--- src/design/cna_ram.sv ---
// Generic single-write, single-read RAM with registered read data.
`timescale 1ns / 1ps

module cna_ram #(
    parameter int WIDTH = 32,
    parameter int DEPTH = 64
) (
    input  logic                     clk,
    input  logic                     we,
    input  logic [$clog2(DEPTH)-1:0] waddr,
    input  logic [WIDTH-1:0]         wdata,
    input  logic [$clog2(DEPTH)-1:0] raddr,
    output logic [WIDTH-1:0]         rdata
);

    logic [WIDTH-1:0] mem_reg [DEPTH];

    // Write port and registered read port.
    always_ff @(posedge clk)
    begin
        if (we)
        begin
            mem_reg[waddr] <= wdata;
        end
        rdata <= mem_reg[raddr];
    end

endmodule

--- config.mk ---
export PLATFORM = sky130hd
export DESIGN_NAME = cna_ram
export DESIGN_NICKNAME = d
export VERILOG_FILES = /design/src/design/cna_ram.sv
export SDC_FILE = /design/constraint.sdc
export NUM_CORES = 2
export LEC_CHECK = 0
export BUFFER_PORTS_ARGS = -buffer_cell sky130_fd_sc_hd__buf_4
export CORE_MARGIN = 10
export CORE_UTILIZATION = 60
export CTS_BUF_LIST = sky130_fd_sc_hd__clkbuf_4
export CTS_CLUSTER_SIZE = 40
export DETAILED_ROUTE_END_ITERATION = 8
export GPL_TIMING_DRIVEN = 0
export PLACE_DENSITY = 0.74
export REMOVE_ABC_BUFFERS = 1
export SYNTH_ARGS = -nofsm -noshare
export SYNTH_HDL_FRONTEND = slang
export SYNTH_SLANG_ARGS = --single-unit
--- constraint.sdc ---
create_clock -name clk -period 5 [get_ports clk]
set_input_delay 1.25 -clock clk [delete_from_list [all_inputs] [get_ports clk]]
set_output_delay 1.25 -clock clk [all_outputs]
set_load 0.01 [all_outputs]
==> metrics.txt <==
status complete, no violations; WP data arrival 5660 ps; relative slew slack 6.55%; mux share of post-synthesis cell area 16.8%; pre-CTS WS -965 ps; DRT iter0 DRCs 5,059; Synth area leaders edfxtp_1 (78%), mux4_2 (16%), mux2i_1 (1.2%), dfxtp_1 (0.82%), o22ai_1 (0.67%); Worst-path clk slew 70 ps; crit-path cells buf_8 > buf_16 > buf_16 > buf_16 > buf_16 > mux4_2 > mux4_2 > o22ai_1 > nor2_1; CTS resizes 0; Routed Antenna Nets 0; number of global-route vias before repair 40,200; htree depth 5; HP Class input port to register; max-slew violations 0; simple-gate share of the synthesized area 1.27%; Initial Util 60.5%; Synth Cell Area 78,500 um^2; PnR worst setup slack 501 ps; Final #Nets 3,838; first-pass GRT wire length 271 mm; IO Port Bufs 77; Synth cell types 34; GRT overflow 0; # IOs 78; register area share after synthesis 79.1%; drt first pass iters 7; final total power 33.9 mW; CTS tree done; Worst Path Required 6160 ps; clk sink count 2,080; leakage power total 28.1 nW; share of layout cells above drive strength 1 36.2%; Final Hold Fails 0; post-CTS setup buffers 0; register bit total from synthesis 2,080; GRT Total Usage 25.9%; final setup vio count 0; pin count of the biggest net entering global routing 103; Mapped Cells 3,324; max cap viols 0; WS Path Type input port to register; row count 132; Root Buffer Master clkbuf_4; Worst setup SP type input port; DRC Markers 0; CP endpoint kind register; via count 38,400; Post-DP HPWL 109 mm; FF/Latch Area 62,100 um^2; final wirelength 187 mm; critical path's largest stage delay 680 ps; mean post-synth cell area 23.6 um^2; Worst-Margin Slew 1400 ps; Max clock buf depth 4; # fillers 7,814; Placeable Area 130,000 um^2; Worst Path Max Fanout 70; post-synthesis adder-cell area fraction 0%; Die Span Y 382 um; power density over cell area 383 nW/um^2; area leader, netlist edfxtp_1; # hold bufs at CTS 0; Synth Area in Compound Gates 1.67%; Yosys warning count 0; chip width 382 um; initial antenna violation count 17; area share of the largest cell type after synthesis 78.3%; DR vias/cell 6.51; Final GP Congestion 0.849; max reg flops 2,048; Peak VDD IR 0.309 mV; TritonCTS buffer count 483; WP buf/inv 5; die area 146,000 um^2; area taken by multi-input logic gates 16,000 um^2; Area Growth Syn to Fin 12.9%; drt wl/cell 31.8 um; maximum clock rate 222 MHz; Clk Latency, worst-skew pair 1390 ps; Most Frequent Cell on Critical Path buf_16; CP top delay family buffers and inverters; Tmin final 4500 ps; clock skew 78.6 ps; flop2flop setup slack 2140 ps; Crit-path slowest cell o22ai_1; unrepaired setup endpoints after global routing false; xor and xnor area share after synthesis 0%; largest family of logic cells by synthesized area multiplexers; final period utilization 90.0%
## cells in the final DEF, fill, tap and decap left out, drive strengths merged, types with 5 or more instances in the layout
cell / synthesis / final
a21oi: 62 / 62
dfxtp: 32 / 32
nand2b: 8 / 8
nand2: 26 / 26
nor2b: 15 / 15
diode: 0 / 15
nand3: 5 / 5
a311oi: 8 / 8
nor3: 7 / 7
a22oi: 12 / 12
mux2i: 93 / 93
clkbuf: 74 / 701
mux4: 544 / 544
clkinv: 0 / 123
or3b: 5 / 5
edfxtp: 2048 / 2048
o22ai: 84 / 84
nand3b: 5 / 5
o221ai: 27 / 27
nor2: 137 / 137
buf: 108 / 165
## through the flow
step	instances	cell area, um^2	setup TNS (ps)	hold WS (ps)	util, %
CTS	5881	88600	0	193	68.3
finish	5896	88700	0	296	68.3
detailed placement	5049	82800	-10300	962	63.8
global placement	4961	80400	-1030040	942	61.9
global route	5889	88700	0	250	68.3
floorplan	3142	77600	0	663	-
## worst reg2reg max path, stage by stage, from the launching register on
cell and delay [ps]:
edfxtp_1 390, mux4_2 490, mux2i_1 140, nor2_1 80
o32ai_1 1150, nor3_1 340
## synth_stat cells (all sizes together)
cell type / instances
a21oi: 62
a22oi: 12
a311oi: 8
a31oi: 1
a41o: 4
and2: 2
and3: 4
buf: 108
clkbuf: 74
dfxtp: 32
edfxtp: 2048
mux2i: 93
mux4: 544
nand2: 26
nand2b: 8
nand3: 5
nand3b: 5
nand4: 2
nand4b: 1
nor2: 137
nor2b: 15
nor3: 7
o221ai: 27
o22ai: 84
o32ai: 4
or2: 3
or3: 3
or3b: 5
## cell type report
| type | count | area share (%) |
|---|---|---|
| Antenna cell | 15 | 0.0423 |
| Tap cell | 1742 | 2.46 |
| Sequential cell | 2080 | 70.1 |
| Timing Repair Buffer | 165 | 2.84 |
| Clock buffer | 701 | 5.93 |
| Clock inverter | 131 | 0.634 |
| Multi-Input combinational cell | 1062 | 18.0 |
## logic make-up after synthesis
kind of cell / Yosys count
muxes: 637
AOI/OAI and AO/OA: 202
buffers and inverters: 182
DFF: 2080
and+or+nand+nor: 223
## where the power goes
part | switching [mW] | internal (mW)
Clock | 6.31 | 6.48
Combinational | 1.14 | 0.671
Sequential | 0.0436 | 19.3
Total | 7.49 | 26.4
## layer usage
metal	wire length (um)	vias up	track usage [%]
li1	-	15600	-
met1	65300	19900	33.2
met3	21600	444	7.78
met5	49	-	0
met4	7680	6	11.3
met2	92700	2470	41.2
## worst paths after layout
| kind | start | depth (start not counted) | end |
|---|---|---|---|
| worst max register to register | mem_reg[36][4] | 5 | rdata[4] |
| worst max-delay path | raddr[0] | 9 | rdata[24] |
| worst min-delay path | waddr[1] | 2 | mem_reg[48][6] |
| worst min register to register | mem_reg[63][3] | 4 | rdata[3] |
No activity file was read; power rests on OpenSTA's default activity.
