**src/design/cna_pkg.sv**
```systemverilog
// Shared constants, types and helper functions of the advection step block.
`timescale 1ns / 1ps

package cna_pkg;

    // Sizes of the grid and of the sample format.
    localparam int MAX_POINTS = 64;
    localparam int MIN_POINTS = 3;
    localparam int SAMPLE_W   = 32;
    localparam int IDX_W      = $clog2(MAX_POINTS);
    localparam int CNT_W      = $clog2(MAX_POINTS + 1);
    localparam int FRAC_W     = 16;

    // Coefficient, factor and diagonal widths.
    localparam int COEF_W = 20;
    localparam int LF_W   = COEF_W + 1;
    localparam int DIAG_W = 25;
    localparam int CSQ_W  = 2 * COEF_W;

    // Shared multiplier: signed operand A times signed operand K.
    localparam int MA_W   = SAMPLE_W + 1;
    localparam int MK_W   = LF_W;
    localparam int PROD_W = MA_W + MK_W;
    localparam int MUL_W  = PROD_W - FRAC_W + 1;
    localparam int WIDE_W = MUL_W + 1;

    // Shared divider: dividend and divisor widths.
    localparam int NUM_W  = 36;
    localparam int DVD_W  = NUM_W + FRAC_W;
    localparam int DVS_W  = DIAG_W;
    localparam int DCNT_W = $clog2(DVD_W);

    // Configuration port.
    localparam int ADDR_W = 3;
    localparam int DATA_W = 32;
    localparam logic [COEF_W-1:0] COEF_RESET   = COEF_W'(8192);
    localparam logic [CNT_W-1:0]  POINTS_RESET = CNT_W'(MAX_POINTS);
    localparam logic [DIAG_W-1:0] ONE_Q16      = DIAG_W'(65536);

    // Register index, taken from the word address.
    typedef enum logic [ADDR_W-3:0] {
        REG_COEFF  = 1'b0,
        REG_POINTS = 1'b1
    } reg_idx_t;

    // Sequencer states.
    typedef enum logic [4:0] {
        ST_IDLE,
        ST_PRE_LEFT,
        ST_PRE_CUR,
        ST_PRE_INIT,
        ST_F_READ,
        ST_F_DIFF,
        ST_F_Q,
        ST_F_Y,
        ST_F_DIVL,
        ST_F_DIVD,
        ST_B_READ,
        ST_B_DIV,
        ST_B_WAIT,
        ST_E_READ,
        ST_E_LOAD,
        ST_E_WAIT
    } state_t;

    // Saturate a wide signed value to one sample.
    function automatic logic [SAMPLE_W-1:0] sat_wide(input logic signed [WIDE_W-1:0] v);
        logic signed [WIDE_W-1:0] hi;
        logic signed [WIDE_W-1:0] lo;
        hi = WIDE_W'((64'sd1 <<< (SAMPLE_W - 1)) - 64'sd1);
        lo = -hi - WIDE_W'(1);
        if (v > hi)
            return hi[SAMPLE_W-1:0];
        else if (v < lo)
            return lo[SAMPLE_W-1:0];
        else
            return v[SAMPLE_W-1:0];
    endfunction

    // Saturate a quotient magnitude with a sign to one sample.
    function automatic logic [SAMPLE_W-1:0] sat_mag(input logic neg,
                                                   input logic [DVD_W-1:0] mag);
        logic [DVD_W-1:0] lim;
        lim = DVD_W'(1) << (SAMPLE_W - 1);
        if (neg)
            return (mag >= lim) ? lim[SAMPLE_W-1:0] : SAMPLE_W'(~mag + DVD_W'(1));
        else
            return (mag >= lim) ? SAMPLE_W'(lim - DVD_W'(1)) : mag[SAMPLE_W-1:0];
    endfunction

endpackage

```
**src/design/cna_div.sv**
```systemverilog
// Restoring divider, one quotient bit per cycle, unsigned operands.
`timescale 1ns / 1ps

module cna_div (
    input  logic                        clk,
    input  logic                        rst_n,
    input  logic                        start,
    input  logic [cna_pkg::DVD_W-1:0]   dividend,
    input  logic [cna_pkg::DVS_W-1:0]   divisor,
    output logic                        done,
    output logic [cna_pkg::DVD_W-1:0]   quotient
);

    logic                        busy_reg;
    logic                        busy_next;
    logic                        done_reg;
    logic                        done_next;
    logic [cna_pkg::DCNT_W-1:0]  cnt_reg;
    logic [cna_pkg::DCNT_W-1:0]  cnt_next;
    logic [cna_pkg::DVS_W-1:0]   rem_reg;
    logic [cna_pkg::DVS_W-1:0]   rem_next;
    logic [cna_pkg::DVD_W-1:0]   quo_reg;
    logic [cna_pkg::DVD_W-1:0]   quo_next;
    logic [cna_pkg::DVS_W-1:0]   den_reg;
    logic [cna_pkg::DVS_W-1:0]   den_next;
    logic [cna_pkg::DVS_W:0]     trial;
    logic                        fits;

    // One restoring step: shift in the next dividend bit and try to subtract.
    always_comb
    begin
        trial     = {rem_reg, quo_reg[cna_pkg::DVD_W-1]};
        fits      = (trial >= {1'b0, den_reg});
        busy_next = busy_reg;
        done_next = 1'b0;
        cnt_next  = cnt_reg;
        rem_next  = rem_reg;
        quo_next  = quo_reg;
        den_next  = den_reg;
        if (start)
        begin
            busy_next = 1'b1;
            cnt_next  = cna_pkg::DCNT_W'(cna_pkg::DVD_W - 1);
            rem_next  = '0;
            quo_next  = dividend;
            den_next  = divisor;
        end
        else if (busy_reg)
        begin
            rem_next = fits ? cna_pkg::DVS_W'(trial - {1'b0, den_reg})
                            : trial[cna_pkg::DVS_W-1:0];
            quo_next = {quo_reg[cna_pkg::DVD_W-2:0], fits};
            cnt_next = cnt_reg - cna_pkg::DCNT_W'(1);
            if (cnt_reg == '0)
            begin
                busy_next = 1'b0;
                done_next = 1'b1;
            end
        end
    end

    // Control state.
    always_ff @(posedge clk or negedge rst_n)
    begin
        if (!rst_n)
        begin
            busy_reg <= 1'b0;
            done_reg <= 1'b0;
            cnt_reg  <= '0;
        end
        else
        begin
            busy_reg <= busy_next;
            done_reg <= done_next;
            cnt_reg  <= cnt_next;
        end
    end

    // Datapath registers.
    always_ff @(posedge clk)
    begin
        rem_reg <= rem_next;
        quo_reg <= quo_next;
        den_reg <= den_next;
    end

    assign done     = done_reg;
    assign quotient = quo_reg;

endmodule
```
**config.mk**
```make
export PLATFORM = sky130hd
export DESIGN_NAME = cna_div
export DESIGN_NICKNAME = d
export VERILOG_FILES = /design/src/design/cna_pkg.sv /design/src/design/cna_div.sv
export SDC_FILE = /design/constraint.sdc
export NUM_CORES = 1
export LEC_CHECK = 0
export CAP_MARGIN = 25
export CORE_MARGIN = 5
export CORE_UTILIZATION = 40
export CTS_BUF_LIST = sky130_fd_sc_hd__clkbuf_4
export DETAILED_ROUTE_END_ITERATION = 16
export DONT_BUFFER_PORTS = 1
export GPL_TIMING_DRIVEN = 0
export SKIP_LAST_GASP = 1
export SLEW_MARGIN = 5
export SYNTH_ARGS = -nofsm -noshare
export SYNTH_HDL_FRONTEND = slang
export SYNTH_SLANG_ARGS = --single-unit
export TNS_END_PERCENT = 1
```
**constraint.sdc**
```tcl
create_clock -name clk -period 7.74 [get_ports clk]
set_input_delay 0.387 -clock clk [delete_from_list [all_inputs] [get_ports clk]]
set_output_delay 0.387 -clock clk [all_outputs]
set_load 0.03 [all_outputs]
```
==> impl_summary.log <==
INFO  metric areaGrowthSynthToFinish = 11.4%
INFO  metric number_of_violations_reported_at_the_end_of_detailed_routing_iteration_0 = 201
INFO  metric synth_cell_type_count = 50
INFO  metric r2r_cells = 14
INFO  metric grt_first_pass_wirelength = approximately 22000 µm
INFO  metric synth_most_common_cell = edfxtp_1
INFO  metric timing.critical_path.cells = inv_1 > ha_1 > inv_1 > fa_1 > a211oi_1 > o31a_2 > nor3_2 > nor4b_4 > nor3_2 > nor2_1 > buf_2 > nor2_1 > a21oi_1 > a211oi_1
INFO  metric worstHoldPathType = in2reg
INFO  metric clk-insertion-delay-late = 520 ps
INFO  metric grt_overflow = 0
INFO  metric achievable-frequency = slightly below 0.3 GHz
INFO  metric post-route-worst-setup-slack = 4320 ps
INFO  metric initial_antenna_violation_count = 0
INFO  metric antenna_cells = 0
INFO  metric wl_per_cell = 19.2 µm
INFO  metric ctsHtreeMaxLevel = 3
INFO  metric maximum_number_of_pins_on_one_net_before_global_route_repair = 41
INFO  metric worst_setup_path_startpoint = quotient[51]
INFO  metric critical_path.endpoint_type = register
INFO  metric route.antenna.remaining_nets = 0
INFO  metric rsz0062_at_grt = false
INFO  metric post-dp-hpwl = a little over 10000 µm
INFO  metric num_io_pins = 133
INFO  metric die_x = 130 µm
INFO  metric cts_hold_buf = 27
INFO  metric die_height = 130 µm
INFO  metric cp_num_cells = 14
INFO  metric timing.critical_path.max_delay_family = simple AND/OR/NAND/NOR gates
INFO  metric globalplace.congestion = 0.828
INFO  metric core_box_area = 0.0144 mm²
INFO  metric finish.net_count = 644
INFO  metric final_max_slew_viol_count = 0
INFO  metric critPathMaxStageDelay = between 600 and 700 ps
INFO  metric fillCellCount = 1363
INFO  metric buffering_stage_count_on_the_worst_path_with_inverters_included = 3
INFO  metric min_period = 3420 ps
INFO  metric timing_worst_setup_path_type = reg2reg
INFO  metric crit_slowest_cell = edfxtp_1
INFO  metric postSynth.topFlopCell = edfxtp_1
INFO  metric synth-seq-area-share = 52.1%
INFO  metric clock_path_buffers = 2
INFO  metric critical_path.max_fanout = 10
INFO  metric synthesis.nets = about 600
INFO  metric detail_route.wirelength = 13900 µm
INFO  metric clk_root_buffer_cell = clkbuf_4
INFO  metric cts.clk_slew.worst_paths = between 150 and 200 ps
INFO  metric dp_slack = 4340 ps
INFO  metric min_path_cells = 1
INFO  metric synth_top_area_cell = edfxtp_1
INFO  metric outcome = complete, no violations
INFO  metric vdd_ir_drop_max = approximately 0.14 mV
INFO  metric main_area_contributors_after_synthesis = edfxtp_1 40%, mux2_2 10%, dfxtp_1 8.7%
INFO  metric synth-seq-cells = 110
INFO  metric syn_area = 0.00578 mm²
INFO  metric async_reset_ff_share = ~7.3%
INFO  metric worstReg2RegStart = quotient[51]
INFO  metric num_rows = 44
INFO  metric relSlewSlack = a little over half
INFO  metric synth.avg_cell_area = 11.6 µm²
INFO  metric tightestPinTransition = 714 ps
INFO  metric first_global_vias = 4038
INFO  metric max_cap_violations = 0
INFO  metric yosysWarningCount = 0
INFO  metric final-hold-violation-count = 0
INFO  metric min-delay-start = dividend[8]
INFO  metric worst_ep_required_time = 8140 ps
INFO  metric post_cts_buffers = 0
INFO  metric cts-buffers-inserted = 9
INFO  metric clock_sink_count = 110
INFO  metric drive_above_1_share = 16.6%
INFO  metric fin_tns_setup = 0 ps
INFO  metric vias_per_cell = 5.40
INFO  metric area_of_the_die = 0.0170 mm²
INFO  metric power-per-cell-area = between 300 and 400 mW/mm²
INFO  metric cts.repair.resized = 0
INFO  metric startpoint_type = register
INFO  metric drt-pass1-iter-count = 5
INFO  metric largest_register_ffs = 52
INFO  metric vias = 3913
INFO  metric setup_violations = 0
INFO  metric critical_path_arrival = 3810 ps
INFO  metric whs = 74.2 ps
INFO  metric layout.core_utilization = 44.8%
INFO  metric final.setup_skew = ~29 ps
INFO  metric static-leakage-power = 2.56 nW
INFO  metric drt_drc_violations_left = 0
INFO  metric ys_top_cells_by_count = 77 x edfxtp_1, 54 x nor2_1, 52 x mux2_2
INFO  metric netlist.area_leader.share = 40.0%
INFO  metric netlist_instances = 497
INFO  metric post_synth_edffs = 77
INFO  metric io_buffer_count = 0
INFO  metric grt_usage = between 10% and 20%
INFO  metric initial_core_util = 40.3%
INFO  metric period_share = 44.2%
INFO  metric tritoncts_clock_tree = done
path summary, 6_finish.rpt:
kind,slack [ps],endpoint
max reg2reg,4320,rem_reg[16]
min,70,quotient[8]
max,4320,rem_reg[16]
min in group asynchronous,200,cnt_reg[4]
max in group asynchronous,7230,cnt_reg[2]
min reg2reg,520,rem_reg[11]
report_power, final:
group | internal (mW) | switching [mW]
Combinational | 0.395 | 0.453
Clock | 0.0750 | 0.204
Sequential | 0.744 | 0.151
Total | 1.21 | 0.807
final cells by class:
cell class	instances	area [µm²]	share of cell area [%]
Sequential cell	110	3010	46.8
Multi-Input combinational cell	335	2550	39.7
Timing Repair Buffer	28	300	4.66
Tap cell	184	230	3.57
Inverter	31	116	1.81
Buffer	21	100	1.55
Clock buffer	10	75.1	1.17
Clock inverter	6	51.3	0.796
placed cells by master (no fill, tap or decap), drive strengths merged, types with 11 or more instances in the layout:
master	instances
edfxtp	77
mux2	56
nor2	54
inv	34
a21oi	30
ha	27
dlygate4sd3	26
clkbuf	26
dfxtp	25
nand2	24
a211oi	23
xnor2	14
mux2i	13
o21ai	12
xor2	11
per-layer routing:
layer  global-route usage [%]  up-vias  share of wire, %
met2                     27.2      117                49
met3                     8.06       15               9.2
met4                     4.40        0               1.3
met5                        0        -                 0
met1                     20.1     1898                41
li1                         -     1883                 -
kinds of logic (layout without fill, tap and decap cells):
group	after synthesis	in the layout	synth area share, %
XOR/XNOR	25	25	3.79
buffers and inverters	52	96	3.74
AO/OA/AOI/OAI	93	93	10.6
AND/OR/NAND/NOR	120	120	10.1
flip-flops	110	110	52.1
multiplexers	69	69	13.4
adder cells (fa/ha/maj)	28	28	6.19
stage by stage:
step	instances	power, mW	area, µm²
floorplan	497	1.56	5780
global placement	681	1.73	6010
detailed placement	682	1.74	6030
CTS	725	2.04	6440
global route	725	2.17	6440
finish	725	2.02	6440
(Power assumes the default switching activity.)
